**config.mk**
```make
export PLATFORM = sky130hd
export DESIGN_NAME = rvlsu_addr_mod
export DESIGN_NICKNAME = d
export VERILOG_FILES = /design/src/rtl/core/rvlsu_pkg.sv /design/src/rtl/core/rvlsu_addr_mod.sv
export SDC_FILE = /design/constraint.sdc
export NUM_CORES = 1
export LEC_CHECK = 0
export BUFFER_PORTS_ARGS = -buffer_cell sky130_fd_sc_hd__buf_2
export CAP_MARGIN = 15
export CORE_MARGIN = 2
export CORE_UTILIZATION = 40
export DETAILED_ROUTE_END_ITERATION = 10
export PLACE_DENSITY_LB_ADDON = 0.2
export SLEW_MARGIN = 20
export SYNTH_ARGS = -nofsm -noshare
export SYNTH_HDL_FRONTEND = slang
export SYNTH_SLANG_ARGS = --single-unit
```
**constraint.sdc**
```tcl
create_clock -name clk -period 2.1 [get_ports clk]
set_input_delay 0.42 -clock clk [delete_from_list [all_inputs] [get_ports clk]]
set_output_delay 0.42 -clock clk [all_outputs]
set_load 0.03 [all_outputs]
```
**src/rtl/core/rvlsu_pkg.sv**
```systemverilog
package rvlsu_pkg;

  localparam int MEM_BYTES_DEF = 65536;
  localparam int ADDR_W = 32;
  localparam int DATA_W = 32;

  localparam logic [2:0] F3_B  = 3'b000;
  localparam logic [2:0] F3_H  = 3'b001;
  localparam logic [2:0] F3_W  = 3'b010;
  localparam logic [2:0] F3_BU = 3'b100;
  localparam logic [2:0] F3_HU = 3'b101;

  localparam int FUNC_LOAD_BIT  = 0;
  localparam int FUNC_STORE_BIT = 1;

  typedef struct packed {
    logic [1:0]        func;
    logic [ADDR_W-1:0] address;
    logic [DATA_W-1:0] store_value;
    logic [2:0]        load_width_code;
    logic [2:0]        store_width_code;
  } lsu_in_t;

  typedef struct packed {
    logic [DATA_W-1:0] read_data;
    logic              load_done;
    logic              store_done;
  } lsu_out_t;

  function automatic logic [2:0] load_bytes(input logic [2:0] code);
    logic [2:0] n;
    case (code)
      F3_B, F3_BU: n = 3'd1;
      F3_H, F3_HU: n = 3'd2;
      F3_W:        n = 3'd4;
      default:     n = 3'd0;
    endcase
    return n;
  endfunction

  function automatic logic [2:0] store_bytes(input logic [2:0] code);
    logic [2:0] n;
    case (code)
      F3_B:    n = 3'd1;
      F3_H:    n = 3'd2;
      F3_W:    n = 3'd4;
      default: n = 3'd0;
    endcase
    return n;
  endfunction

endpackage

```
**src/rtl/core/rvlsu_addr_mod.sv**
```systemverilog
module rvlsu_addr_mod #(
  parameter int MEM_BYTES = rvlsu_pkg::MEM_BYTES_DEF,
  parameter int AW = $clog2(MEM_BYTES)
) (
  input  logic                          clk,
  input  logic                          rst_n,
  input  logic                          start,
  input  logic [rvlsu_pkg::ADDR_W-1:0]  address,
  output logic                          done,
  output logic [AW-1:0]                 rem
);
  import rvlsu_pkg::*;

  // The quotient estimate from the reciprocal is the true quotient or one less,
  // so a single compare and subtract finishes the remainder.
  localparam logic [2*ADDR_W-1:0] ADDR_SPAN = (2*ADDR_W)'(64'h1_0000_0000);
  localparam logic [ADDR_W-1:0]   RECIP     = ADDR_W'(ADDR_SPAN / (2*ADDR_W)'(MEM_BYTES));
  localparam logic [AW:0]         MOD_VAL   = (AW + 1)'(MEM_BYTES);
  localparam logic [1:0]          STEP_END  = 2'd3;

  logic [ADDR_W-1:0]   addr_r, addr_nxt;
  logic [AW:0]         quo_r, quo_nxt;
  logic [AW:0]         qm_r, qm_nxt;
  logic [AW-1:0]       rem_r, rem_nxt;
  logic [1:0]          step_r, step_nxt;
  logic                run_r, run_nxt;
  logic [2*ADDR_W-1:0] prod_full;
  logic [2*AW+1:0]     qm_full;
  logic [AW:0]         diff;

  assign prod_full = (2*ADDR_W)'(addr_r) * (2*ADDR_W)'(RECIP);
  assign qm_full   = (2*AW+2)'(quo_r) * (2*AW+2)'(MOD_VAL);
  assign diff      = addr_r[AW:0] - qm_r;

  always_comb begin
    addr_nxt = addr_r;
    quo_nxt  = quo_r;
    qm_nxt   = qm_r;
    rem_nxt  = rem_r;
    step_nxt = step_r;
    run_nxt  = run_r;
    if (start) begin
      addr_nxt = address;
      step_nxt = '0;
      run_nxt  = 1'b1;
    end else if (run_r && (step_r != STEP_END)) begin
      step_nxt = step_r + 2'd1;
      case (step_r)
        2'd0: begin
          quo_nxt = prod_full[ADDR_W +: AW + 1];
        end
        2'd1: begin
          qm_nxt = qm_full[AW:0];
        end
        default: begin
          if (diff >= MOD_VAL) begin
            rem_nxt = AW'(diff - MOD_VAL);
          end else begin
            rem_nxt = diff[AW-1:0];
          end
        end
      endcase
    end
  end

  always_ff @(posedge clk) begin
    if (!rst_n) begin
      step_r <= '0;
      run_r  <= 1'b0;
    end else begin
      step_r <= step_nxt;
      run_r  <= run_nxt;
    end
    addr_r <= addr_nxt;
    quo_r  <= quo_nxt;
    qm_r   <= qm_nxt;
    rem_r  <= rem_nxt;
  end

  assign done = run_r && (step_r == STEP_END);
  assign rem  = rem_r;

endmodule

```
### Word level (Yosys, flattened, before mapping)

Index checks and enable logic that the tools add are counted.

| word-level totals | value |
|---|---|
| register bits after elaboration | 38 |
| input port bits | 35 |
| output and inout bits | 17 |
| logic and storage cells | 25 |

| cells by class | value |
|---|---|
| $add $sub $neg | 3 |
| order comparisons | 1 |
| equal/unequal tests | 3 |
| mux-type cells | 1 |
| bitwise gates (word level) | 3 |
| reduce and logical (&&, ||, !) cells | 8 |

Operators by type and width:

| cell | count |
|---|---|
| 17-bit greater-or-equal comparator (second input constant) | 1 |
| 17-bit subtractor | 1 |
| 16-bit two-way mux | 1 |
| 16-bit by 1-bit subtractor with 16-bit output (second input constant) | 1 |
| 3-bit AND reduction | 3 |
| 2-bit OR reduction | 2 |
| 1-bit NOT | 3 |
| 2-bit by 1-bit adder with 2-bit output (second input constant) | 1 |
| 2-bit by 1-bit equality test with 1-bit output (second input constant) | 1 |
| 2-bit equality test (second input constant) | 1 |
| 1-bit logical AND | 2 |
| 2-bit logical NOT | 1 |
| 2-bit != test (second input constant) | 1 |

### Depth between registers and ports, before layout

| depth | value |
|---|---|
| word-level depth | 4 |
| gate-level depth with buffers | 4 |
| depth with buffers taken out | 4 |

### Least setup slack after synthesis

OpenSTA, ideal clock, no wires.

| path | value |
|---|---|
| path kind | reg2reg |
| from | register step_r[0] |
| to | register rem_r[0], in the netlist rem[0] (enable) |
| setup time | 0.400 ns |
| arrival time | 1.687 ns |
| required time | 1.700 ns |
| setup slack | 0.013 ns |
| stages on the path, launching flop included | 4 |
| path buffers | 0 |
| period minus slack after synthesis | 2.087 ns |
| cell sequence | dfxtp_1 > ha_1 > nor2b_4 > nor4b_2 |

| on the way | value |
|---|---|
| longest elaborated chain between the ends | 4 |
| elaborated cells between the ends (all ways) | 7 |
| classes of those cells | eq/ne: 2; bitwise: 1; reduce/logical: 4 |

Ends and longest elaborated chain:

| item | line | source |
|---|---|---|
| from (decl) | rvlsu_addr_mod.sv:25 | `logic [1:0] step_r, step_nxt;` |
| from (signal assigned) | rvlsu_addr_mod.sv:71 | `step_r <= step_nxt;` |
| 2-bit by 1-bit equality test with 1-bit output / 2-bit logical NOT (equally long branches) | rvlsu_addr_mod.sv:48 | `case (step_r)` |
| 2-bit OR reduction (no line) | - |  |
| 1-bit NOT (no line) | - |  |
| 3-bit AND reduction (no line) * | - |  |
| to (signal assigned) | rvlsu_addr_mod.sv:77 | `rem_r <= rem_nxt;` |
| to (decl) | rvlsu_addr_mod.sv:24 | `logic [AW-1:0] rem_r, rem_nxt;` |

Every way passes the cells marked *; elsewhere a longest branch is shown, timed or not.
A chain may end at the register's enable or synchronous reset.

### Final worst setup path

| path | value |
|---|---|
| from | register step_r[0] |
| to | output port done |

| on the way | value |
|---|---|
| longest elaborated chain between the ends | 2 |

Ends and longest elaborated chain:

| item | line | source |
|---|---|---|
| 2-bit equality test | rvlsu_addr_mod.sv:80 | `assign done = run_r && (step_r == STEP_END);` |
| 1-bit logical AND | rvlsu_addr_mod.sv:80 |  |
| to (decl) | rvlsu_addr_mod.sv:9 | `output logic done,` |

Every way passes these cells.

==> flow_summary.rst <==
.. list-table::
   :header-rows: 1

   * - Metric
     - Value
   * - Result of the run
     - finished, final reports clean
   * - Fin Clk Skew
     - between 0.004 and 0.005 ns
   * - Worst slack at placement
     - 0.557 ns
   * - Worst Slack Setup Final
     - ~0.38 ns
   * - Filler cell count
     - ~230
   * - Top fanout value on the critical path
     - 4
   * - 1st-iter DRT viols
     - 2
   * - Distinct cell type count after synthesis
     - 12
   * - Slew at the pin closest to its max-slew limit
     - approximately 0.22 ns
   * - Internal reg-to-reg setup slack
     - roughly 0.55 ns
   * - Post-CTS setup-driven buffer insertion count
     - 0
   * - Worst reg2reg path endpoint
     - rem[3]$_DFFE_PP_
   * - Library cell occupying the most area in the post-synthesis netlist
     - edfxtp_1
   * - Largest net degree at the start of global routing
     - 19
   * - Number of global-route vias before repair
     - 528
   * - Hold slack final
     - ~0.27 ns
   * - Sequential cell area
     - roughly 1000 um^2
   * - Clock tree from TritonCTS
     - built
   * - Path category of the worst min-delay check
     - primary input to flip-flop
   * - # diodes
     - 0
   * - Clock buffers created by TritonCTS
     - 5
   * - Max stage delay cell, worst path
     - dfxtp_1
   * - Post-route total power
     - roughly 1.3 mW
   * - Area of placed instances
     - 1380 um^2
   * - Tcrit/Tclk final
     - slightly above 80%
   * - Post-Synthesis Net Count
     - 87
   * - Global-route total usage across every layer
     - a little over 10%
   * - Avg Inst Size Synth
     - approximately 23 um^2
   * - Relative slew slack
     - between 80 and 90%
   * - First-pass GRT wire length
     - roughly 2.2 mm
   * - Overflow left after global routing
     - 0
   * - Post-DP HPWL
     - roughly 1000 um
   * - Final-report setup violation count
     - 0
   * - Seq/Total Area, Yosys
     - 89.5%
   * - Post-Route Setup TNS
     - 0 ns
   * - Area enclosed by the die boundary
     - 3300 um^2
   * - Time the final worst path needs with I/O delays and setup
     - between 1.5 and 2 ns
   * - Wire length per cell after detailed routing
     - 11.5 um
   * - Post-Synthesis Cell Area
     - roughly 1100 um^2
   * - Total Wirelength
     - about 1.4 mm
   * - Via count normalized by instance count
     - approximately 4.5
   * - Peak ir drop on the vdd network
     - 0.842 mV
   * - Core outline area
     - about 2700 um^2
   * - Required time at the worst-slack endpoint
     - 1.68 ns
   * - Num ports
     - 52
   * - #FFs+latches synth
     - 35
   * - Std cell rows
     - 19
   * - Max_cap viols
     - 0
   * - Maximum count of clock buffers along a single path
     - 2
   * - Share of layout cells above drive strength 1
     - between 40% and 50%
   * - Signal arrival time at the worst endpoint
     - 1.30 ns
   * - Static power due to leakage
     - between 0.5 and 0.6 nW
   * - Design Area, Final
     - about 1500 um^2
   * - Start point of the worst min-delay path
     - address[4]
   * - Initial standard-cell utilization of the core
     - 41.7%
   * - Hold_buf cts
     - 0
   * - Number of nets in the layout
     - ~130
   * - Weighted congestion at the end of routability-driven global placement
     - 0.624
   * - Clock transition at the registers of the reported paths
     - ~0.10 ns
   * - Total count of max-transition violations in the final report
     - 0
   * - Count of cells resized by post-cts repair
     - 0
   * - Width of the chip
     - between 50 and 60 um
   * - Top cells by area in the synthesized netlist
     - edfxtp_1, dfxtp_1, ha_1
   * - Worst setup path category
     - flip-flop to output port
   * - Hold violation total from the final report
     - 0
   * - Power per cell area
     - slightly below 900 nW/um^2
   * - Crit start category
     - flip-flop
   * - Final core utilization
     - a little over half
   * - Initial antenna violation count
     - 0
   * - Hold Path Depth
     - 1
   * - Layout Area Growth over Synthesis
     - 27.5%
   * - Worst Setup End Kind
     - output port
   * - DRC errors left
     - 0
   * - Drt first pass iters
     - 4
   * - Root buffer selected by CTS
     - clkbuf_4
   * - Synth warnings
     - 0
   * - Later-pin clock latency in the skew report
     - roughly 0.32 ns
   * - Number of H-tree levels
     - 2
   * - Endpoint, Worst Hold
     - addr_r[4]$_DFFE_PP_
   * - Start of the worst register-to-register path
     - step_r[0]$_SDFFE_PP0P_
   * - Fmax
     - 582 MHz
   * - Crit path cell chain
     - ha_1, and2_1, buf_2
   * - Inst Count DP
     - 117
   * - Unrepaired setup endpoints after global routing
     - no
   * - Total area of multi-input combinational cells
     - 121 um^2
   * - Final non-filler cell total
     - 125
   * - Yosys top cell area share
     - between 80% and 90%
   * - CP max stage delay
     - between 0.4 and 0.5 ns
   * - Count of port buffers added during placement
     - 35
   * - Synthesized instance count
     - approximately 50
   * - Die height
     - about 57 um
   * - Number of clock sinks
     - 35
   * - Total number of vias
     - ~560
   * - Number of routed nets with antenna violations
     - 0
   * - Logic depth of the worst register-to-register path
     - 4
## Yosys cell counts, drive strengths merged
library cell  count
dfxtp             3
o21a              1
nor4b             1
nand2b            1
edfxtp           32
inv               2
mux2i             1
ha                3
xnor2             1
nor2b             1
nor2              2
and2              1
## layout by cell type (no fill, tap or decap), drive strengths merged
cell / Yosys / final
nand2b: 1 / 1
xnor2: 1 / 1
ha: 3 / 3
o21a: 1 / 1
nor2: 2 / 2
clkinv: 0 / 2
bufinv: 0 / 1
and2: 1 / 1
buf: 0 / 37
dfxtp: 3 / 3
nor2b: 1 / 1
clkbuf: 0 / 5
mux2i: 1 / 1
edfxtp: 32 / 32
nor4b: 1 / 1
inv: 2 / 2
## cell type report
cell class / count / area share [%]
sequential: 35 / 70.2
clock buffer: 5 / 2.58
multi-input combinational: 12 / 8.34
timing repair buffer: 37 / 13.1
inverter: 2 / 0.516
clock inverter: 3 / 2.67
tap: 31 / 2.67
## worst max-delay path: cells and delay by family (launching register included)
family,cells,cell delay [ns]
adders and majority gates,1,0.24
buffers and inverters,1,0.19
DFF,1,0.41
and+or+nand+nor,1,0.14
## routing by layer
| metal | part of all wire, % | GRT usage [%] | vias to the layer above |
|---|---|---|---|
| li1 | - | - | 275 |
| met1 | 37 | 9.41 | 261 |
| met2 | 52 | 15.4 | 25 |
| met3 | 10 | 7.48 | 2 |
| met4 | 0.90 | 6.98 | 0 |
| met5 | 0 | 0 | - |
## registers in the layout (all words and copies together), names as in the netlist
name,flops
rem,16
run_r,1
step_r,2
addr_r,16
## worst max-delay path by stage
stage	from	to	slack, ns	depth (start not counted)
global route	step_r[0]$_SDFFE_PP0P_	done	0.27	3
finish	step_r[0]$_SDFFE_PP0P_	done	0.38	3
detailed placement	step_r[0]$_SDFFE_PP0P_	rem[9]$_DFFE_PP_	0.56	4
CTS	step_r[0]$_SDFFE_PP0P_	done	0.35	3
floorplan	step_r[0]$_SDFFE_PP0P_	rem[0]$_DFFE_PP_	0.01	3
global placement	step_r[0]$_SDFFE_PP0P_	rem[9]$_DFFE_PP_	0.59	4
## logic make-up after synthesis
family / count (synthesis) / synth area share [%]
adder cells (fa/ha/maj): 3 / 3.29
multiplexers: 1 / 0.877
AO/OA/AOI/OAI: 1 / 0.658
flip-flops: 35 / 89.5
buffers and inverters: 2 / 0.658
XOR/XNOR: 1 / 0.768
AND/OR/NAND/NOR: 6 / 4.28
## power breakdown
part           switching, mW  total [mW]  internal (mW)
clock network          0.199       0.444          0.245
registers            0.00784       0.803          0.795
logic                 0.0248      0.0481         0.0233
Note: power is estimated with default switching activity, not from simulation.
